File: config.mk
export PLATFORM = sky130hd
export DESIGN_NAME = elc_mac
export DESIGN_NICKNAME = d
export VERILOG_FILES = /design/src/sv/elc_pkg.sv /design/src/sv/elc_mac.sv
export SDC_FILE = /design/constraint.sdc
export NUM_CORES = 1
export LEC_CHECK = 0
export BUFFER_PORTS_ARGS = -buffer_cell sky130_fd_sc_hd__buf_2
export CAP_MARGIN = 25
export CORE_UTILIZATION = 54
export DETAILED_ROUTE_END_ITERATION = 8
export PLACE_DENSITY = 0.76
export SLEW_MARGIN = 20
export SYNTH_ARGS = -nofsm -noshare
export SYNTH_HDL_FRONTEND = slang
export SYNTH_SLANG_ARGS = --single-unit
File: constraint.sdc
create_clock -name i_clk -period 8.7 [get_ports i_clk]
set_clock_uncertainty 0.2 [all_clocks]
set_input_delay 0.87 -clock i_clk [delete_from_list [all_inputs] [get_ports i_clk]]
set_output_delay 0.87 -clock i_clk [all_outputs]
set_load 0.05 [all_outputs]
File: src/sv/elc_pkg.sv
`timescale 1ns / 1ps

package elc_pkg;

    // Default sizes
    localparam int NUM_STATES_DEF = 4;
    localparam int NUM_MEAS_DEF   = 2;
    localparam int NUM_OUT_DEF    = 2;
    localparam int CT_LEN_DEF     = 256;
    localparam int Q_BITS_DEF     = 32;
    localparam int DIGIT_BITS_DEF = 8;

    // Address width carried between sequencer and memories (covers the largest store)
    localparam int CTL_AW = 16;
    // Digit shift width (modulus is at most 64 bits)
    localparam int SH_W   = 6;

    // Command codes
    localparam logic [3:0] CMD_LD_OCOEF = 4'd0;
    localparam logic [3:0] CMD_LD_SCOEF = 4'd1;
    localparam logic [3:0] CMD_LD_STATE = 4'd2;
    localparam logic [3:0] CMD_LD_MEAS  = 4'd3;
    localparam logic [3:0] CMD_COMPUTE  = 4'd4;
    localparam logic [3:0] CMD_LD_FB    = 4'd5;
    localparam logic [3:0] CMD_UPDATE   = 4'd6;
    localparam logic [3:0] CMD_RD_OUT   = 4'd7;
    localparam logic [3:0] CMD_RD_STATE = 4'd8;

    // Sequencer controls toward the memories and the MAC unit
    typedef struct packed {
        logic              idle;
        logic              rd_done;
        logic              cp_rd;
        logic [CTL_AW-1:0] cp_addr;
        logic              upd;
        logic [CTL_AW-1:0] coef_addr;
        logic [CTL_AW-1:0] word_addr;
        logic              word_fb;
        logic [SH_W-1:0]   sh;
        logic              mul_en;
        logic              acc_en;
        logic              clr;
        logic              wb;
        logic [CTL_AW-1:0] wb_addr;
    } t_seq_ctl;

endpackage

File: src/sv/elc_mac.sv
`timescale 1ns / 1ps

module elc_mac #(
    parameter int DIGIT_BITS = elc_pkg::DIGIT_BITS_DEF
) (
    input  logic                    i_clk,
    input  logic                    i_rst_n,
    input  elc_pkg::t_seq_ctl       i_ctl,
    input  logic [31:0]             i_coef,
    input  logic [31:0]             i_word,
    output logic [31:0]             o_acc
);

    localparam logic [31:0] DMASK = (DIGIT_BITS >= 32) ? 32'hFFFF_FFFF :
                                    32'((64'd1 << DIGIT_BITS) - 64'd1);

    logic [31:0] w_digit;
    logic [63:0] w_prod;
    logic [31:0] r_prod;
    logic [31:0] r_acc;

    // Extract the current digit of the word
    always_comb begin
        if (32'(i_ctl.sh) >= 32'd32) begin
            w_digit = 32'd0;
        end else begin
            w_digit = (i_word >> i_ctl.sh) & DMASK;
        end
        w_prod = 64'(i_coef) * 64'(w_digit);
    end

    // Register the product
    always_ff @(posedge i_clk) begin
        if (i_ctl.mul_en) begin
            r_prod <= w_prod[31:0];
        end
    end

    // Accumulate modulo 2^32
    always_ff @(posedge i_clk) begin
        if (!i_rst_n) begin
            r_acc <= 32'd0;
        end else if (i_ctl.clr) begin
            r_acc <= 32'd0;
        end else if (i_ctl.acc_en) begin
            r_acc <= r_acc + r_prod;
        end
    end

    assign o_acc = r_acc;

endmodule

==> flow_summary.toml, run 1 <==
[yosys]
synth_area_um2 = 11500
synthMuxAreaShare = 0.106
yosys.area_share.simple = 0.185
ys.flop_type = "edfxtp_1"
ys_ff_latch = 64
synth-adder-area-share = 0.352
synth-edff-count = 32
synth_top_family_by_area = "adder cells"
synth-xor-area-share = 0.0458
ys_warn_count = 0
syn_area_per_cell_um2 = 9.62
synthDistinctLibCells = 67
syn_inst = 1190
async_flop_share = 0
synth_seq_area_share = 0.140
mappedNetlistNets = 1563
synth_compound_area_frac = 0.102

[final_layout]
final_common_cell = "and2_1"
fillCellCount = 1752
area_growth_pct = 9.36
nNetsFinal = 1650
layout-drive-gt1-share = 0.144
postLayoutCellArea_um2 = 12500
final_cell_mix = "173 x and2_1, 157 x fa_1, 148 x inv_1"
diodes = 0

[setup_path]
critical_path_class = "input pin to flop"
critPathMaxFanout = 33
ff2ff_setup_slack_ns = 5.19
cp-start-kind = "input pin"
crit_path_end_kind = "flop"
required_ns = 8.59
critPathArrivalTime_ns = 7.70

[power_and_ir_drop]
peakVddDrop_mv = 0.115
p_per_area_nw_per_um2 = 218
cellLeakagePower_nw = 6.03

[cts]
clkLatencyLatePin_ns = 0.33
cts.sinks = 64
cts_resized = 0
cts_tree = "built"
postCtsHoldBufs = 0
cts_made_buffers = 9
h-tree-depth = 3
path_clk_slew_ns = 0.05
postCtsSetupBuffers = 0
cts_max_path_buffers = 2
root_buffer = "clkbuf_16"

[floorplanning]
ios = 177
initial_core_util = 0.559
row_count = 52
coreArea_um2 = 20500
die_y_um = 148
dieWidth_um = 148
dieArea_um2 = 21800

[grt]
use_met3 = 0.0145
grt_use_met1 = 0.333
grt_max_degree = 36
grt_antenna_before_repair = 0
overflow = 0
busiest_layer = "met2"
use_met2 = 0.381
grt_util_all_layers = 0.230
grt_pass1_vias = 8637
grt_pass1_wl_um = 40900

[placed_design]
port_buffers = 106
dpl_cell_area_um2 = 12200
gp_congestion = 0.858
hpwl_um = 19300

[route]
drt_iter0_drc = 530
drt-vias-per-instance = 5.55
num_vias = 8614
route.detailed.drc = 0
dr.pass1.iters = 5
wl_per_cell_um = 15.4
ant_nets = 0
totalWireLength_um = 24000

[sta]
max_freq_ghz = 0.128
fin_crit_sh = 0.898
setup_viol = 0
maxSlewViolCount = 0
min_period_ns = 7.81
tightest_slew_ns = 1.02
grt_setup_unrepaired = "no"
slew_headroom = 0.320
fin_setup_tns_ns = 0
finalHoldViolations = 0

[flow_run]
maxCapViolCount = 0

[run_status]
status = "finished clean"

[hold_path]
hp-class = "flop to flop"
==> metal layers <==
layer,part of all wire,vias up
li1,-,4138
met1,0.48,4250
met2,0.47,203
met3,0.041,23
met4,0.011,0
met5,0,-
==> power breakdown <==
| part | internal, mW | switching [mW] | leakage, nW |
|---|---|---|---|
| clock | 0.224 | 0.134 | 0.143 |
| sequential | 0.472 | 0.0495 | 0.573 |
| combinational | 0.814 | 1.04 | 5.32 |
==> worst max-delay path, cell delays in order <==
cell and delay [ns]:
buf_2 0.58, mux4_1 0.69, mux4_2 0.47, nand2b_1 0.09, a21oi_1 0.16, clkbuf_4 0.24
and2_1 0.18, fa_1 0.50, fa_1 0.43, fa_1 0.49, inv_1 0.05, fa_1 0.47
inv_1 0.06, ha_1 0.34, a21o_1 0.19, a21o_1 0.16, a2111oi_0 0.56, o41ai_1 0.13
nand2_1 0.11, o211ai_1 0.14, a221o_1 0.34, a21o_1 0.19, a21oi_1 0.16, xnor2_1 0.07
==> state kept, by name, summed over array words and instances, names as in the netlist <==
signal	cells
o_acc	32
r_prod	32
==> kinds of logic (layout without fill, tap and decap cells) <==
| family | Yosys count | after routing |
|---|---|---|
| AOI/OAI and AO/OA | 177 | 177 |
| xor gates and xnor gates | 59 | 59 |
| adders and majority gates | 228 | 228 |
| buffers and inverters | 195 | 287 |
| DFF | 64 | 64 |
| muxes | 70 | 70 |
| and+or+nand+nor | 397 | 397 |
==> synthesized netlist by cell type (25+ instances only) <==
| master | number | area (um2) |
|---|---|---|
| xnor2_1 | 45 | 394 |
| mux4_2 | 30 | 676 |
| o21ai_0 | 25 | 125 |
| dfxtp_1 | 32 | 641 |
| nand2_1 | 85 | 319 |
| inv_1 | 148 | 556 |
| and2_1 | 173 | 1080 |
| a21oi_1 | 55 | 275 |
| clkbuf_1 | 34 | 128 |
| nor2_1 | 61 | 229 |
| a21o_1 | 25 | 188 |
| fa_1 | 157 | 3140 |
| edfxtp_1 | 32 | 961 |
| mux2i_1 | 30 | 300 |
| ha_1 | 71 | 888 |
==> through the flow <==
step           std cells  setup slack (ns)  hold slack [ns]  power, mW   util
2_1_floorplan       1190              1.19            0.368       1.97      -
3_3_place_gp        1535             0.510            0.291       2.31  0.596
3_5_place_dp        1535             0.464            0.304       2.37  0.596
4_1_cts             1551             0.805            0.312       2.74  0.611
5_1_grt             1552             0.472            0.324       3.00  0.611
6_report            1552             0.888            0.308       2.73  0.611
==> final timing paths <==
path | cells past startpoint | start | endpoint
worst max-delay path | 24 | i_ctl[21] | r_prod[30]
worst min-delay path | 2 | o_acc[15] | o_acc[15]
worst max register to register | 11 | r_prod[6] | o_acc[31]
worst min register to register | 2 | o_acc[15] | o_acc[15]
==> layout make-up <==
type                    instances  area, um2  area share
well taps                     270        338      0.0270
clock buffers                   9        225      0.0180
multi-input cells             931       9070       0.724
clock inverters                 7       80.1     0.00639
flip-flops and latches         64       1600       0.128
repair buffers                122        651      0.0519
inverters                     149        559      0.0447
(Power assumes the default switching activity.)
==> inputs of run 2 (changes only) <==
--- a/config.mk
+++ b/config.mk
@@ -7,9 +7,10 @@
 export LEC_CHECK = 0
 export BUFFER_PORTS_ARGS = -buffer_cell sky130_fd_sc_hd__buf_2
 export CAP_MARGIN = 25
-export CORE_UTILIZATION = 54
+export CORE_UTILIZATION = 35
 export DETAILED_ROUTE_END_ITERATION = 8
-export PLACE_DENSITY = 0.76
+export PLACE_DENSITY = 0.54
+export SKIP_CTS_REPAIR_TIMING = 1
 export SLEW_MARGIN = 20
 export SYNTH_ARGS = -nofsm -noshare
 export SYNTH_HDL_FRONTEND = slang
==> flow_summary.toml, run 2 (same netlist as run 1, synthesis figures left out) <==
[run_status]
status = "finished clean"

[route]
wl_met3_um = 1210
drt_iter0_drc = 254
wl_per_cell_um = 14.8
top_layer_used = "met5"
wl_met1_um = 12500
route.detailed.drc = 0
dr.pass1.iters = 5
num_vias = 8428
drt-vias-per-instance = 4.91
totalWireLength_um = 25400
ant_nets = 0
met2_length_um = 11400

[final_layout]
final_cell_mix = "173 x and2_1, 157 x fa_1, 148 x inv_1"
postLayoutCellArea_um2 = 12700
multi_input_area_um2 = 9070
area_growth_pct = 11.2
nNetsFinal = 1648
layout-drive-gt1-share = 0.142
final_common_cell = "and2_1"
regArea_um2 = 1600
fillCellCount = 3218

[grt]
grt_pass1_wl_um = 43700
grt_max_degree = 36
grt_util_all_layers = 0.160
overflow = 0
grt_antenna_before_repair = 4
grt_pass1_vias = 8670

[cts]
clkLatencyLatePin_ns = 0.33
cts_max_path_buffers = 2
cts_made_buffers = 9
cts_tree = "built"
path_clk_slew_ns = 0.05
root_buffer = "clkbuf_16"
cts.sinks = 64
h-tree-depth = 3

[setup_path]
cp_common_cell = "fa_1"
required_ns = 8.57
critical_path_class = "input pin to flop"
worst-path-buf-inv = 3
critPathArrivalTime_ns = 7.79
path_cells = "buf_2, mux4_1, and3_1, a221oi_1, a211oi_2, and2_1, fa_1, fa_1, inv_1, fa_1, fa_1, inv_1, ha_1, o21a_1, o31a_1, or2_2, o311a_1, o21ba_2, o41a_1, a211oi_1, o21bai_1, a21oi_1, xnor2_1"
cpLargestDelayFamily = "compound AO/OA/AOI/OAI gates"
critPathMaxFanout = 34
reg2regPathDepth = 11
crit_path_end_kind = "flop"
max_stage_delay_ns = 0.69
path_depth = 23
cp-start-kind = "input pin"
cp_slowest_cell = "mux4_1"

[sta]
grt_setup_unrepaired = "no"
fin_crit_sh = 0.910
min_period_ns = 7.92
setup_viol = 0
fin_setup_tns_ns = 0
finalHoldViolations = 0
hold_slack_ns = 0.304
maxSlewViolCount = 0
tightest_slew_ns = 0.854
max_freq_ghz = 0.126
slew_headroom = 0.416
final.setup.worst_slack_ns = 0.780

[power_and_ir_drop]
peakVddDrop_mv = 0.125
cellLeakagePower_nw = 6.03
p_per_area_nw_per_um2 = 215
power.total_mw = 2.74

[hold_path]
hold_depth = 2
hp-class = "flop to flop"

[floorplanning]
dieWidth_um = 183
initial_core_util = 0.359
coreArea_um2 = 31900
die_y_um = 183
dieArea_um2 = 33500
row_count = 65
ios = 177

[placed_design]
gp_congestion = 0.827
place_ws_ns = 0.409
dpl_cell_area_um2 = 12400
hpwl_um = 21000
port_buffers = 106

[flow_run]
maxCapViolCount = 0
==> run 2: cell count changes in the layout (fill, tap and decap cells not counted), sizes merged <==
cell	delta
diode	+2
inv	-2
buf	-1
bufinv	+1
clkbuf	+1
clkinv	-1
==> run 2: layout make-up <==
| class | instances | share of cell area |
|---|---|---|
| Clock buffer | 11 | 0.0191 |
| Antenna cell | 2 | 0.000393 |
| Tap cell | 435 | 0.0427 |
| Multi-Input combinational cell | 931 | 0.712 |
| Clock inverter | 5 | 0.00629 |
| Sequential cell | 64 | 0.126 |
| Timing Repair Buffer | 120 | 0.0499 |
| Inverter | 149 | 0.0439 |
==> run 2: per-layer routing <==
layer,GRT usage,up-vias
li1,-,4155
met1,0.227,4052
met2,0.256,191
met3,0.0256,26
met4,0.0370,4
met5,0,-
==> run 2: worst min-delay path, cell delays in order, from the launching register on <==
cell,delay [ns]
dfxtp_1,0.33
nand2_1,0.07
a21oi_1,0.05
==> run 2: final timing paths <==
kind	endpoint	slack, ns	startpoint
max	r_prod[31]	0.78	i_ctl[20]
min	o_acc[5]	0.30	o_acc[5]
max reg2reg	o_acc[31]	5.11	r_prod[3]
min reg2reg	o_acc[5]	0.30	o_acc[5]
==> run 2: power by group <==
| part | switching (mW) | total (mW) | leakage, nW | internal (mW) |
|---|---|---|---|---|
| sequential | 0.0444 | 0.516 | 0.573 | 0.472 |
| combinational | 1.04 | 1.85 | 5.31 | 0.811 |
| clock | 0.123 | 0.381 | 0.152 | 0.258 |
| total | 1.20 | 2.74 | 6.03 | 1.54 |
==> run 2: stage by stage <==
stage	util	std cells
final	0.400	1717
after global routing	0.400	1716
after CTS	0.399	1715
after detailed placement	0.389	1699
after global placement	0.389	1699
after floorplan	-	1190
==> inputs of run 3 (changes only) <==
--- a/config.mk
+++ b/config.mk
@@ -6,10 +6,11 @@
 export NUM_CORES = 1
 export LEC_CHECK = 0
 export BUFFER_PORTS_ARGS = -buffer_cell sky130_fd_sc_hd__buf_2
-export CAP_MARGIN = 25
+export CAP_MARGIN = 5
 export CORE_UTILIZATION = 35
 export DETAILED_ROUTE_END_ITERATION = 8
 export PLACE_DENSITY = 0.54
+export REMOVE_ABC_BUFFERS = 1
 export SKIP_CTS_REPAIR_TIMING = 1
 export SLEW_MARGIN = 20
 export SYNTH_ARGS = -nofsm -noshare
==> flow_summary.toml, run 3 (same netlist as run 1, synthesis figures left out) <==
[placed_design]
port_buffers = 106
gp_congestion = 0.861
hpwl_um = 20600
dpl_cell_area_um2 = 12400

[setup_path]
path_cells = "buf_2, mux4_1, mux4_2, nor2_1, a211oi_2, buf_4, and2_1, fa_1, fa_1, fa_1, inv_1, fa_1, inv_1, ha_1, a21o_1, a21o_1, a2111oi_0, o41ai_1, nand2_1, o211ai_1, a221o_1, a21o_1, a21oi_1, xnor2_1"
rr_endpoint = "o_acc[31]"
crit_end = "r_prod[30]"
critPathLaunch = "i_ctl[20]"
cp_common_cell = "fa_1"
crit_path_end_kind = "flop"
cp_slowest_cell = "mux4_1"
max_stage_delay_ns = 0.70
reg2regPathDepth = 11
r2r-start = "r_prod[3]"
critPathArrivalTime_ns = 7.87
critical_path_class = "input pin to flop"
cp-start-kind = "input pin"
critPathMaxFanout = 34
required_ns = 8.59
ff2ff_setup_slack_ns = 5.03

[power_and_ir_drop]
p_per_area_nw_per_um2 = 214
clockPowerShare = 0.131
cellLeakagePower_nw = 6.03
p_int_mw = 1.51
power.total_mw = 2.72
p_sw_mw = 1.20
p_sw_frac = 0.443
seqPwrFrac = 0.189
peakVddDrop_mv = 0.119
comb_power_share = 0.680

[final_layout]
nNetsFinal = 1649
postLayoutCellArea_um2 = 12700
final_common_cell = "and2_1"
fillCellCount = 3271
layout-drive-gt1-share = 0.143
area_growth_pct = 11.1
final_cell_mix = "173 x and2_1, 157 x fa_1, 148 x inv_1"
post-route-util = 0.399

[flow_run]
maxCapViolCount = 0

[sta]
tightest_slew_ns = 0.846
finalHoldViolations = 0
max_freq_ghz = 0.125
fin_setup_tns_ns = 0
fin_crit_sh = 0.917
slew_headroom = 0.435
maxSlewViolCount = 0
grt_setup_unrepaired = "no"
setup_viol = 0
min_period_ns = 7.98

[grt]
grt_pass1_wl_um = 43700
grt_antenna_before_repair = 4
grt_max_degree = 36
overflow = 0
grt_util_all_layers = 0.161
grt_pass1_vias = 8753

[cts]
path_clk_slew_ns = 0.05
cts_tree = "built"
cts_made_buffers = 9
cts.sinks = 64
h-tree-depth = 3
cts_max_path_buffers = 2
clkLatencyLatePin_ns = 0.34
root_buffer = "clkbuf_16"

[floorplanning]
dieArea_um2 = 33500
initial_core_util = 0.359
row_count = 65
dieWidth_um = 183
coreArea_um2 = 31900
die_y_um = 183
ios = 177

[route]
drt_iter0_drc = 349
totalWireLength_um = 25500
wl_per_cell_um = 14.8
dr.pass1.iters = 5
ant_nets = 0
drt-vias-per-instance = 4.89
route.detailed.drc = 0
num_vias = 8400

[run_status]
status = "finished clean"

[hold_path]
hp-class = "flop to flop"
-- run 3: cell count changes in the layout (fill, tap and decap cells not counted), sizes merged --
cell | previous run | this run
clkinvlp | 2 | 1
bufinv | 2 | 1
diode | 2 | 1
clkinv | 1 | 3
buf | 120 | 121
-- run 3: worst max-delay path, delay by kind of cell --
family          cells  cell delay, ns
compound gates      9            2.05
simple gates        3            0.43
buf+inv             4            0.98
mux                 2            1.19
fa+ha+maj           5            2.28
xor+xnor            1            0.08
-- run 3: cell type report --
| class | instances | area (um2) | area share |
|---|---|---|---|
| Clock buffer | 11 | 243 | 0.0191 |
| Multi-Input combinational cell | 931 | 9070 | 0.713 |
| Sequential cell | 64 | 1600 | 0.126 |
| Inverter | 149 | 559 | 0.0440 |
| Timing Repair Buffer | 121 | 643 | 0.0506 |
| Antenna cell | 1 | 2.50 | 0.000197 |
| Clock inverter | 5 | 56.3 | 0.00443 |
| Tap cell | 435 | 544 | 0.0428 |
-- run 3: metal layers --
metal	GRT usage	part of all wire
met1	0.220	0.49
met2	0.267	0.45
met3	0.0268	0.043
met4	0.0343	0.010
met5	0	0.0013
-- run 3: metrics by stage --
| step | setup WS [ns] | cells | hold WS (ns) |
|---|---|---|---|
| final | 0.719 | 1717 | 0.287 |
| after global routing | 0.416 | 1716 | 0.303 |
| after detailed placement | 0.342 | 1700 | 0.281 |
| after CTS | 0.702 | 1716 | 0.290 |
| after global placement | 0.398 | 1700 | 0.288 |
| after floorplan | 0.952 | 1144 | 0.367 |
-- run 3: worst min path at each step --
stage               from       end  depth (start not counted)
6_report        o_acc[5]  o_acc[5]                          2
3_3_place_gp    o_acc[5]  o_acc[5]                          2
5_1_grt         o_acc[5]  o_acc[5]                          2
3_5_place_dp    o_acc[5]  o_acc[5]                          2
2_1_floorplan  r_prod[0]  o_acc[0]                          3
4_1_cts         o_acc[5]  o_acc[5]                          2
-- run 3: power groups by stage --
| stage | clock network (mW) | logic, mW | registers (mW) |
|---|---|---|---|
| after detailed placement | 0 | 1.85 | 0.521 |
| after floorplan | 0 | 1.37 | 0.575 |
| after global placement | 0 | 1.83 | 0.522 |
| after CTS | 0.366 | 1.86 | 0.515 |
| final | 0.355 | 1.85 | 0.514 |
| after global routing | 0.377 | 2.12 | 0.526 |
