==> config.mk <==
export PLATFORM = sky130hd
export DESIGN_NAME = elc_seq
export DESIGN_NICKNAME = d
export VERILOG_FILES = /design/src/sv/elc_pkg.sv /design/src/sv/elc_seq.sv
export SDC_FILE = /design/constraint.sdc
export NUM_CORES = 1
export LEC_CHECK = 0
export BUFFER_PORTS_ARGS = -buffer_cell sky130_fd_sc_hd__buf_2
export CAP_MARGIN = 20
export CORE_MARGIN = 3
export CORE_UTILIZATION = 37
export CTS_CLUSTER_DIAMETER = 150
export DETAILED_ROUTE_END_ITERATION = 6
export SLEW_MARGIN = 20
export SYNTH_ARGS = -nofsm -noshare
export SYNTH_HDL_FRONTEND = slang
export SYNTH_SLANG_ARGS = --single-unit
==> constraint.sdc <==
create_clock -name i_clk -period 4.37 [get_ports i_clk]
set_clock_uncertainty 0.05 [all_clocks]
set_input_delay 0.437 -clock i_clk [delete_from_list [all_inputs] [get_ports i_clk]]
set_output_delay 0.437 -clock i_clk [all_outputs]
set_load 0.02 [all_outputs]
==> src/sv/elc_pkg.sv <==
`timescale 1ns / 1ps

package elc_pkg;

    // Default sizes
    localparam int NUM_STATES_DEF = 4;
    localparam int NUM_MEAS_DEF   = 2;
    localparam int NUM_OUT_DEF    = 2;
    localparam int CT_LEN_DEF     = 256;
    localparam int Q_BITS_DEF     = 32;
    localparam int DIGIT_BITS_DEF = 8;

    // Address width carried between sequencer and memories (covers the largest store)
    localparam int CTL_AW = 16;
    // Digit shift width (modulus is at most 64 bits)
    localparam int SH_W   = 6;

    // Command codes
    localparam logic [3:0] CMD_LD_OCOEF = 4'd0;
    localparam logic [3:0] CMD_LD_SCOEF = 4'd1;
    localparam logic [3:0] CMD_LD_STATE = 4'd2;
    localparam logic [3:0] CMD_LD_MEAS  = 4'd3;
    localparam logic [3:0] CMD_COMPUTE  = 4'd4;
    localparam logic [3:0] CMD_LD_FB    = 4'd5;
    localparam logic [3:0] CMD_UPDATE   = 4'd6;
    localparam logic [3:0] CMD_RD_OUT   = 4'd7;
    localparam logic [3:0] CMD_RD_STATE = 4'd8;

    // Sequencer controls toward the memories and the MAC unit
    typedef struct packed {
        logic              idle;
        logic              rd_done;
        logic              cp_rd;
        logic [CTL_AW-1:0] cp_addr;
        logic              upd;
        logic [CTL_AW-1:0] coef_addr;
        logic [CTL_AW-1:0] word_addr;
        logic              word_fb;
        logic [SH_W-1:0]   sh;
        logic              mul_en;
        logic              acc_en;
        logic              clr;
        logic              wb;
        logic [CTL_AW-1:0] wb_addr;
    } t_seq_ctl;

endpackage

==> src/sv/elc_seq.sv <==
`timescale 1ns / 1ps

module elc_seq #(
    parameter int NUM_STATES = elc_pkg::NUM_STATES_DEF,
    parameter int NUM_MEAS   = elc_pkg::NUM_MEAS_DEF,
    parameter int NUM_OUT    = elc_pkg::NUM_OUT_DEF,
    parameter int CT_LEN     = elc_pkg::CT_LEN_DEF,
    parameter int Q_BITS     = elc_pkg::Q_BITS_DEF,
    parameter int DIGIT_BITS = elc_pkg::DIGIT_BITS_DEF
) (
    input  logic              i_clk,
    input  logic              i_rst_n,
    input  logic              i_start_out,
    input  logic              i_start_upd,
    input  logic              i_start_rd,
    output elc_pkg::t_seq_ctl o_ctl
);

    localparam int NDIG  = (Q_BITS + DIGIT_BITS - 1) / DIGIT_BITS;
    localparam int XY    = NUM_STATES + NUM_MEAS;
    localparam int XYU   = XY + NUM_OUT;
    localparam int OUT_K = NDIG * XY;
    localparam int ST_K  = NDIG * XYU;
    localparam int AW    = elc_pkg::CTL_AW;
    localparam int SW    = elc_pkg::SH_W;

    typedef enum logic [6:0] {
        S_IDLE  = 7'b0000001,
        S_READ  = 7'b0000010,
        S_COPY  = 7'b0000100,
        S_ISSUE = 7'b0001000,
        S_MUL   = 7'b0010000,
        S_ACC   = 7'b0100000,
        S_WB    = 7'b1000000
    } t_state;

    t_state        r_state, n_state;
    logic          r_upd;
    logic [AW-1:0] r_cp;
    logic [4:0]    r_i;
    logic [7:0]    r_j;
    logic [4:0]    r_r;
    logic [AW-1:0] r_k;
    logic [SW-1:0] r_sh;
    logic [AW-1:0] r_cbase;
    logic [AW-1:0] r_rbase;
    logic [AW-1:0] r_ibase;

    logic w_k_last, w_r_last, w_i_last, w_j_last, w_cp_last, w_fb;

    // Loop limits
    always_comb begin
        w_k_last  = r_upd ? (r_k == AW'(ST_K - 1)) : (r_k == AW'(OUT_K - 1));
        w_r_last  = r_upd ? (r_r == 5'(XYU - 1)) : (r_r == 5'(XY - 1));
        w_i_last  = r_upd ? (r_i == 5'(NUM_STATES - 1)) : (r_i == 5'(NUM_OUT - 1));
        w_j_last  = (r_j == 8'(CT_LEN - 1));
        w_cp_last = (r_cp == AW'(XY * CT_LEN - 1));
        w_fb      = (r_r >= 5'(XY));
    end

    // Next state
    always_comb begin
        n_state = r_state;
        case (r_state)
            S_IDLE: begin
                if (i_start_out) begin
                    n_state = S_COPY;
                end else if (i_start_upd) begin
                    n_state = S_ISSUE;
                end else if (i_start_rd) begin
                    n_state = S_READ;
                end
            end
            S_READ:  n_state = S_IDLE;
            S_COPY:  n_state = w_cp_last ? S_ISSUE : S_COPY;
            S_ISSUE: n_state = S_MUL;
            S_MUL:   n_state = S_ACC;
            S_ACC:   n_state = w_k_last ? S_WB : S_ISSUE;
            S_WB:    n_state = (w_j_last && w_i_last) ? S_IDLE : S_ISSUE;
            default: n_state = S_IDLE;
        endcase
    end

    always_ff @(posedge i_clk) begin
        if (!i_rst_n) begin
            r_state <= S_IDLE;
        end else begin
            r_state <= n_state;
        end
    end

    // Advance loop counters
    always_ff @(posedge i_clk) begin
        if (!i_rst_n) begin
            r_upd   <= 1'b0;
            r_cp    <= '0;
            r_i     <= '0;
            r_j     <= '0;
            r_r     <= '0;
            r_k     <= '0;
            r_sh    <= '0;
            r_cbase <= '0;
            r_rbase <= '0;
            r_ibase <= '0;
        end else begin
            case (r_state)
                S_IDLE: begin
                    r_upd   <= i_start_upd;
                    r_cp    <= '0;
                    r_i     <= '0;
                    r_j     <= '0;
                    r_r     <= '0;
                    r_k     <= '0;
                    r_sh    <= '0;
                    r_cbase <= '0;
                    r_rbase <= '0;
                    r_ibase <= '0;
                end
                S_COPY: begin
                    r_cp <= r_cp + AW'(1);
                end
                S_ACC: begin
                    if (!w_k_last) begin
                        r_k <= r_k + AW'(1);
                        if (w_r_last) begin
                            r_r     <= '0;
                            r_rbase <= '0;
                            r_sh    <= r_sh + SW'(DIGIT_BITS);
                        end else begin
                            r_r     <= r_r + 5'd1;
                            r_rbase <= r_rbase + AW'(CT_LEN);
                        end
                    end
                end
                S_WB: begin
                    r_k     <= '0;
                    r_r     <= '0;
                    r_rbase <= '0;
                    r_sh    <= '0;
                    if (w_j_last) begin
                        r_j     <= '0;
                        r_i     <= r_i + 5'd1;
                        r_cbase <= r_cbase + (r_upd ? AW'(ST_K) : AW'(OUT_K));
                        r_ibase <= r_ibase + AW'(CT_LEN);
                    end else begin
                        r_j <= r_j + 8'd1;
                    end
                end
                default: begin
                end
            endcase
        end
    end

    // Drive controls
    always_comb begin
        o_ctl.idle      = (r_state == S_IDLE);
        o_ctl.rd_done   = (r_state == S_READ);
        o_ctl.cp_rd     = (r_state == S_COPY);
        o_ctl.cp_addr   = r_cp;
        o_ctl.upd       = r_upd;
        o_ctl.coef_addr = r_cbase + r_k;
        o_ctl.word_fb   = w_fb;
        o_ctl.word_addr = w_fb ? (r_rbase - AW'(XY * CT_LEN) + AW'(r_j)) : (r_rbase + AW'(r_j));
        o_ctl.sh        = r_sh;
        o_ctl.mul_en    = (r_state == S_MUL);
        o_ctl.acc_en    = (r_state == S_ACC);
        o_ctl.clr       = (r_state == S_WB) || (r_state == S_IDLE);
        o_ctl.wb        = (r_state == S_WB);
        o_ctl.wb_addr   = r_ibase + AW'(r_j);
    end

endmodule

==> results of run 1 <==
[power by group through the flow]
| stage | sequential [mW] | combinational (mW) | clock, mW |
|---|---|---|---|
| after floorplan | 0.850 | 0.169 | 0 |
| after CTS | 0.836 | 0.233 | 0.749 |
| final | 0.836 | 0.233 | 0.728 |
| after global routing | 0.837 | 0.257 | 0.781 |
| after global placement | 0.854 | 0.230 | 0 |
| after detailed placement | 0.855 | 0.232 | 0 |
[placed cells by master, fill, tap and decap left out, types with 16 or more instances in the layout]
cell type,synthesis,layout
dfxtp_1,90,90
or3_1,19,19
nor2_1,62,62
nand3_1,32,32
buf_2,9,80
xnor2_1,28,28
a21oi_1,47,47
o21ai_0,26,26
inv_1,16,16
ha_1,26,26
xor2_1,19,19
nand2_1,68,68
nand4_1,19,19
[per-stage QoR]
stage                     cell area [um^2]  power [mW]  hold slack (ns)
after floorplan                       5441       1.020           0.3939
after global placement                5854       1.085           0.4077
after detailed placement              5854       1.087           0.4218
after CTS                             6126       1.818           0.2589
after global routing                  6126       1.875           0.2783
final                                 6126       1.797           0.2811
[routing by layer]
| layer | up-vias | GRT usage | part of all wire |
|---|---|---|---|
| li1 | 2559 | - | - |
| met1 | 2446 | 0.2305 | 0.46 |
| met2 | 156 | 0.2855 | 0.47 |
| met3 | 15 | 0.03135 | 0.054 |
| met4 | 0 | 0.06309 | 0.016 |
| met5 | - | 0 | 0 |
[path summary, 6_finish.rpt]
path                                    to  depth (start not counted)
worst max-delay path             o_ctl[58]                          7
worst min-delay path            r_state[1]                          2
worst max register to register     r_sh[5]                          6
worst min register to register      r_r[4]                          2
[final cells by class]
cell class / instances / area, um^2
clock buffers: 12 / 256.5
clock inverters: 3 / 15.01
fillers: 1425 / 7970
inverters: 18 / 67.56
multi-input cells: 526 / 3337
flip-flops and latches: 90 / 1802
well taps: 180 / 225.2
repair buffers: 83 / 422.9
[sequential cells by signal, summed over array words and instances, names as in the netlist]
name and count:
r_r 5, r_rbase 8, r_state 7, r_cbase 13, r_upd 1, r_cp 16
r_j 8, r_ibase 8, r_k 16, r_sh 3, r_i 5
[cell families (layout without fill, tap and decap cells)]
kind of cell / after synthesis / in the layout
other: 1 / 4
buffers and inverters: 70 / 116
muxes: 6 / 6
and+or+nand+nor: 294 / 294
adders and majority gates: 27 / 27
xor gates and xnor gates: 47 / 47
AOI/OAI and AO/OA: 148 / 148
DFF: 90 / 90
==> flow_metrics.env, run 1 <==
export IMPL_ff2ff_setup_slack_ns=1.48
export IMPL_arrival_ns=2.54
export IMPL_via_per_inst=5.675
export IMPL_synth_cell_types=67
export IMPL_stdcell_count=912
export IMPL_layout_nets=760
export IMPL_crit_slowest_cell="dfxtp_1"
export IMPL_synthArstFlopShare=0
export IMPL_root_buffer="clkbuf_16"
export IMPL_crit_path_end_kind="output port"
export IMPL_num_vias=5176
export IMPL_p_int_mw=1.287
export IMPL_core_area_um2=14100
export IMPL_start_util=0.3852
export IMPL_yosysTopAreaCell="dfxtp_1"
export IMPL_first_iter_violations=230
export IMPL_postCtsHoldBufs=0
export IMPL_clk_latency_ns=0.34
export IMPL_critPathMaxStageDelay_ns=0.47
export IMPL_synth_area_um2=5430
export IMPL_drive_gt1_frac=0.1557
export IMPL_yosysTopAreaCellShare=0.3318
export IMPL_cts_setup_buffers=0
export IMPL_finalSetupViolations=0
export IMPL_startpoint="r_k[4]"
export IMPL_clk_pin_slew_worst_paths_ns=0.06
export IMPL_place_congestion=0.8819
export IMPL_synth_compound_area_share=0.1767
export IMPL_die_h_um=127.1
export IMPL_combPwrFrac=0.130
export IMPL_crit_family="compound AO/OA/AOI/OAI gates"
export IMPL_avgSynthCellArea_um2=7.951
export IMPL_reg2reg_from="r_k[7]"
export IMPL_cts_made_buffers=9
export IMPL_grt_pass1_vias=4863
export IMPL_synthMuxAreaShare=0.01152
export IMPL_p_seq_frac=0.466
export IMPL_ant_nets=0
export IMPL_tns_ns=0
export IMPL_dp_slack_ns=1.527
export IMPL_diodes=0
export IMPL_ys_seq_elements=90
export IMPL_num_io_pins=84
export IMPL_place_inst=897
export IMPL_drv_cap=0
export IMPL_wl_per_cell_um=15.46
export IMPL_drv_slew=0
export IMPL_period_share=0.6927
export IMPL_cp_max_fo=6
export IMPL_syn_inst=683
export IMPL_cp_start_kind="register"
export IMPL_required_ns=3.88
export IMPL_timing_final_ws_setup_ns=1.343
export IMPL_io_buffers=80
export IMPL_die_x_um=127.1
export IMPL_rows=43
export IMPL_hold_start="i_start_upd"
export IMPL_drc=0
export IMPL_hold_viol=0
export IMPL_synth_commonest_cells="90 x dfxtp_1, 68 x nand2_1, 62 x nor2_1"
export IMPL_synthXorXnorAreaFrac=0.07581
export IMPL_hold_path_class="in2reg"
export IMPL_synthAdderAreaFrac=0.06359
export IMPL_grt_max_degree=40
export IMPL_grt_pass1_wl_mm=23.44
export IMPL_power_frac_clock=0.405
export IMPL_cts_resized=0
export IMPL_dr_pass1_iters=5
export IMPL_clock_sinks=90
export IMPL_crit_chain="ha_1, a21oi_1, o22a_1, o21ai_0, nor4b_1, a311oi_1, buf_2"
export IMPL_hpwlAfterDp_mm=10.17
export IMPL_yosys_warnings=0
export IMPL_leakagePower_nw=2.468
export IMPL_overflow=0
export IMPL_netSwitchingPower_mw=0.5094
export IMPL_synth_simple_gate_area_share=0.2832
export IMPL_outcome="finished clean"
export IMPL_swShare=0.2835
export IMPL_cts_max_level=3
export IMPL_cts_tree="built"
export IMPL_antenna_found_initial=0
export IMPL_fin_crit_ns=3.027
export IMPL_areaGrowthSynthToFinish_pct=12.81
export IMPL_post_route_util=0.4346
export IMPL_max_slew_margin_rel=0.2595
export IMPL_fmax_mhz=330.3
export IMPL_synth_top_family_by_area="simple AND/OR/NAND/NOR gates"
export IMPL_yosysSeqAreaShare=0.3318
export IMPL_path_buf_inv=1
export IMPL_synth_area_top_cells="dfxtp_1 33%, ha_1 6.0%, nand2_1 4.7%"
export IMPL_wl_mm=14.10
export IMPL_path_class="reg2out"
export IMPL_track_usage=0.1743
export IMPL_synth_edf_count=0
export IMPL_worstMarginPinSlew_ns=1.106
export IMPL_ir_drop_uv=161.9
export IMPL_yosysMostFrequentCell="dfxtp_1"
export IMPL_clk_path_buf_depth=2
export IMPL_rsz0062_at_grt="false"
export IMPL_synth_main_ff_cell="dfxtp_1"
export IMPL_power_density_nw_per_um2=293.3
export IMPL_dieArea_um2=16170
No activity file was read; power rests on OpenSTA's default activity.
==> run 2, diff against run 1 <==
Clock period 4.37 ns to 2.64 ns, I/O delays scaled along.
==> run 2 against run 1 <==
- non-clock buffer count up 23
- sequential power is 65% higher
- wire length grew 0.26%
- critical path type unchanged
- largest cell class unchanged
==> flow_metrics.env, run 2 (synthesis gave the netlist of run 1 again) <==
export IMPL_final_cell_mix="80 x buf_2, 80 x dfxtp_1, 68 x nand2_1"
export IMPL_areaGrowthSynthToFinish_pct=17.95
export IMPL_track_usage=0.1733
export IMPL_crit_chain="ha_4, a21o_1, a21oi_2, or4b_2, o211ai_1, a311oi_1, buf_2"
export IMPL_cts_tree="built"
export IMPL_grt_max_degree=30
export IMPL_arrival_ns=2.25
export IMPL_drv_cap=0
export IMPL_fin_crit_ns=2.560
export IMPL_hold_viol=0
export IMPL_stdcell_count=936
export IMPL_wl_per_cell_um=15.11
export IMPL_place_congestion=0.8144
export IMPL_die_h_um=127.1
export IMPL_io_buffers=80
export IMPL_rows=43
export IMPL_layout_nets=783
export IMPL_final_cell_area_um2=6405
export IMPL_drv_slew=0
export IMPL_busiest_layer="met2"
export IMPL_wl_mm=14.14
export IMPL_placed_area_um2=6012
export IMPL_dieArea_um2=16170
export IMPL_clk_pin_slew_worst_paths_ns=0.07
export IMPL_antenna_found_initial=0
export IMPL_num_io_pins=84
export IMPL_grt_util_met2=0.2917
export IMPL_seqCellArea_um2=1814
export IMPL_multi_input_area_um2=3391
export IMPL_netSwitchingPower_mw=0.8528
export IMPL_crit_slowest_cell="or4b_2"
export IMPL_hpwlAfterDp_mm=10.41
export IMPL_first_iter_violations=278
export IMPL_combPwrFrac=0.135
export IMPL_critPathMaxStageDelay_ns=0.60
export IMPL_clk_latency_ns=0.34
export IMPL_grt_pass1_vias=4887
export IMPL_largestRegisters="r_cp x16, r_k x16, r_cbase x13"
export IMPL_tns_ns=0
export IMPL_worstMarginPinSlew_ns=1.060
export IMPL_via_per_inst=5.632
export IMPL_power_frac_clock=0.429
export IMPL_grtUsageMet3=0.02759
export IMPL_die_x_um=127.1
export IMPL_hold_path_class="in2reg"
export IMPL_swShare=0.2690
export IMPL_finalSetupViolations=0
export IMPL_nFillCells=1420
export IMPL_overflow=0
export IMPL_p_seq_frac=0.436
export IMPL_clock_sinks=90
export IMPL_cts_made_buffers=9
export IMPL_drive_gt1_frac=0.2050
export IMPL_cp_start_kind="register"
export IMPL_max_slew_margin_rel=0.2899
export IMPL_diodes=0
export IMPL_place_inst=918
export IMPL_start_util=0.3852
export IMPL_clk_path_buf_depth=2
export IMPL_ant_nets=0
export IMPL_grt_pass1_wl_mm=23.37
export IMPL_post_route_util=0.4544
export IMPL_outcome="finished clean"
export IMPL_drc=0
export IMPL_crit_path_end_kind="output port"
export IMPL_required_ns=2.33
export IMPL_period_share=0.9699
export IMPL_cts_max_level=3
export IMPL_root_buffer="clkbuf_16"
export IMPL_met1_usage=0.2258
export IMPL_cp_max_fo=5
export IMPL_path_class="reg2out"
export IMPL_ir_drop_uv=306.2
export IMPL_power_density_nw_per_um2=494.9
export IMPL_dr_pass1_iters=4
export IMPL_core_area_um2=14100
export IMPL_dp_slack_ns=0.1888
export IMPL_num_vias=5272
export IMPL_timing_final_ws_setup_ns=0.07954
export IMPL_p_int_mw=2.317
export IMPL_leakagePower_nw=2.602
export IMPL_fmax_mhz=390.6
run 2: timing repair:
action                                  in CTS  in global routing
endpoints found under the setup margin       4                  7
resized for setup                            8                 15
buffers inserted                             0                  2
hold buffers                                 0                  0
pin swaps                                    0                  4
run 2: critical path: cells and delay by family (launching register included):
kind | cells | cell delay, ns
flip-flops | 1 | 0.38
AND/OR/NAND/NOR | 1 | 0.60
buffers and inverters | 1 | 0.18
adder cells (fa/ha/maj) | 1 | 0.23
AO/OA/AOI/OAI | 4 | 0.52
run 2: path summary, 6_finish.rpt:
path | start | to | slack (ns) | depth (start not counted)
min | i_start_out | r_state[1] | 0.09 | 2
max reg2reg | r_state[2] | r_k[13] | 0.16 | 6
min reg2reg | r_r[3] | r_r[3] | 0.44 | 2
max | r_cbase[12] | o_ctl[58] | 0.08 | 7
run 2: final cells by class:
type	instances	share of cell area
multi-input cells	526	0.5294
clock inverters	5	0.01231
inverters	18	0.01055
clock buffers	11	0.03634
well taps	180	0.03516
repair buffers	106	0.09299
flip-flops and latches	90	0.2833
run 2: through the flow:
step / total power [mW] / hold WS (ns)
3_5_place_dp: 1.835 / 0.4317
4_1_cts: 3.197 / 0.07402
2_1_floorplan: 1.688 / 0.2921
6_report: 3.170 / 0.08863
3_3_place_gp: 1.833 / 0.4054
5_1_grt: 3.306 / 0.08398
run 2: per-layer routing:
layer / wire length, um / vias to the layer above
met2: 6753 / 166
met3: 814 / 14
met5: 0 / -
li1: - / 2613
met4: 243 / 0
met1: 6328 / 2479
run 2: power groups by stage:
stage	logic, mW	registers [mW]	clock network (mW)
floorplan	0.280	1.41	0
global placement	0.422	1.41	0
detailed placement	0.422	1.41	0
CTS	0.425	1.38	1.39
global route	0.475	1.38	1.45
finish	0.429	1.38	1.36
==> run 3, diff against run 2 <==
Settings changed: ABC_AREA from default to 1.
==> run 3 against run 2 <==
- sequential share of layout area is 2.4 points lower
- clock-buffer cell count is 2 higher
- clock power is 6% lower
- largest cell class unchanged
- largest power group unchanged
==> flow_metrics.env, run 3 <==
export IMPL_outcome="finished clean"
export IMPL_avgSynthCellArea_um2=6.421
export IMPL_track_usage=0.1838
export IMPL_drive_gt1_frac=0.1298
export IMPL_cts_resized=0
export IMPL_die_x_um=135.7
export IMPL_synth_cell_types=43
export IMPL_num_io_pins=84
export IMPL_root_buffer="clkbuf_16"
export IMPL_finalSetupViolations=0
export IMPL_hpwlAfterDp_mm=11.89
export IMPL_wl_per_cell_um=13.22
export IMPL_stdcell_count=1241
export IMPL_required_ns=2.33
export IMPL_final_common_cell="nand2_1"
export IMPL_rsz0062_at_grt="false"
export IMPL_io_buffers=80
export IMPL_place_inst=1226
export IMPL_synth_area_um2=6222
export IMPL_first_iter_violations=382
export IMPL_core_area_um2=16170
export IMPL_cp_max_fo=7
export IMPL_cts_made_buffers=9
export IMPL_clk_path_buf_depth=2
export IMPL_hold_viol=0
export IMPL_clock_sinks=90
export IMPL_syn_inst=969
export IMPL_max_slew_margin_rel=0.5462
export IMPL_largestRegisters="r_cp x16, r_k x16, r_cbase x13"
export IMPL_clk_pin_slew_worst_paths_ns=0.06
export IMPL_ys_seq_elements=90
export IMPL_grt_max_degree=55
export IMPL_rows=46
export IMPL_drc=0
export IMPL_crit_slowest_cell="dfxtp_1"
export IMPL_worstMarginPinSlew_ns=0.6807
export IMPL_dieArea_um2=18410
export IMPL_overflow=0
export IMPL_cts_setup_buffers=0
export IMPL_multi_input_area_um2=3782
export IMPL_tns_ns=0
export IMPL_grt_pass1_wl_mm=27.80
export IMPL_final_cell_mix="254 x nand2_1, 117 x nor2_1, 93 x nand3_1"
export IMPL_period_share=0.9080
export IMPL_cts_tree="built"
export IMPL_dr_pass1_iters=5
export IMPL_diodes=0
export IMPL_yosys_warnings=0
export IMPL_synth_main_ff_cell="dfxtp_1"
export IMPL_cp_start_kind="register"
export IMPL_clk_latency_ns=0.35
export IMPL_start_util=0.3847
export IMPL_yosysMostFrequentCell="nand2_1"
export IMPL_yosysTopAreaCell="dfxtp_1"
export IMPL_grt_pass1_vias=5680
export IMPL_ir_drop_uv=339.8
export IMPL_antenna_found_initial=0
export IMPL_finalPower_mw=3.201
export IMPL_die_h_um=135.7
export IMPL_drv_cap=0
export IMPL_crit_path_end_kind="output port"
export IMPL_layout_nets=1053
export IMPL_nFillCells=1764
export IMPL_via_per_inst=4.948
export IMPL_drv_slew=0
export IMPL_arrival_ns=2.08
export IMPL_areaGrowthSynthToFinish_pct=11.88
export IMPL_place_congestion=0.8251
export IMPL_fin_crit_ns=2.397
export IMPL_num_vias=6140
export IMPL_postCtsHoldBufs=0
export IMPL_synth_area_top_cells="dfxtp_1 29%, nand2_1 15%, nand3_1 7.5%"
export IMPL_power_density_nw_per_um2=459.8
export IMPL_hold_path_class="in2reg"
export IMPL_yosysTopAreaCellShare=0.2896
export IMPL_cts_max_level=3
export IMPL_synthArstFlopShare=0
export IMPL_crit_chain="ha_1, a21oi_1, nor2_1, a211oi_1, nand3_1, nand2_1, nand2_1, buf_2"
export IMPL_cpMostUsedCell="nand2_1"
export IMPL_ant_nets=0
export IMPL_seqCellArea_um2=1802
export IMPL_fmax_mhz=417.1
export IMPL_synth_commonest_cells="254 x nand2_1, 117 x nor2_1, 93 x nand3_1"
export IMPL_post_route_util=0.4305
export IMPL_wl_mm=16.41
export IMPL_path_class="reg2out"
export IMPL_critPathMaxStageDelay_ns=0.49
export IMPL_yosysSeqAreaShare=0.2896
export IMPL_synth_edf_count=0
export IMPL_leakagePower_nw=3.095
==> run 3: power by group <==
group | total, mW | switching, mW | internal (mW)
combinational | 0.519 | 0.396 | 0.123
clock | 1.28 | 0.546 | 0.733
sequential | 1.40 | 0.0270 | 1.38
total | 3.20 | 0.969 | 2.23
==> run 3: cell type report <==
cell class	count	share of cell area
Clock buffer	13	0.03451
Clock inverter	2	0.005572
Inverter	94	0.05068
Multi-Input combinational cell	736	0.5433
Sequential cell	90	0.2588
Tap cell	216	0.03882
Timing Repair Buffer	90	0.06830
==> run 3: final timing paths <==
kind	slack [ns]	end	startpoint	depth (start not counted)
max	0.24	o_ctl[57]	r_cbase[11]	8
min	0.07	r_state[1]	i_start_out	2
max reg2reg	0.51	r_cbase[11]	r_upd	8
min reg2reg	0.44	r_cbase[3]	r_cbase[3]	2
==> run 3: stage by stage <==
| step | hold WS, ns | worst slack [ns] | cell area, um^2 |
|---|---|---|---|
| finish | 0.06767 | 0.2428 | 6962 |
| global route | 0.06217 | 0.03890 | 6962 |
| CTS | 0.05485 | 0.2321 | 6962 |
| detailed placement | 0.4299 | 0.4913 | 6683 |
| global placement | 0.4311 | 0.5403 | 6683 |
| floorplan | 0.2921 | 0.7342 | 6233 |
==> run 3: cells by family (layout without fill, tap and decap cells) <==
family	after synthesis	after routing	share of synthesized area
AO/OA/AOI/OAI	127	127	0.1124
XOR/XNOR	39	39	0.05490
adder cells (fa/ha/maj)	27	27	0.05550
buffers and inverters	146	199	0.1044
flip-flops	90	90	0.2896
other	1	4	0.0006027
AND/OR/NAND/NOR	539	539	0.3827
==> run 3: worst max-delay path: cells and delay by family, from the launching register on <==
family,cells,cell delay [ns]
flip-flops,1,0.49
buffers and inverters,1,0.15
AND/OR/NAND/NOR,4,0.29
AO/OA/AOI/OAI,2,0.45
adder cells (fa/ha/maj),1,0.35
==> run 3: layer usage <==
metal | vias up | part of all wire | global-route usage
met4 | 0 | 0.010 | 0.04815
met5 | - | 0 | 0
met2 | 95 | 0.45 | 0.2995
met3 | 11 | 0.040 | 0.03789
li1 | 3238 | - | -
met1 | 2796 | 0.50 | 0.2483
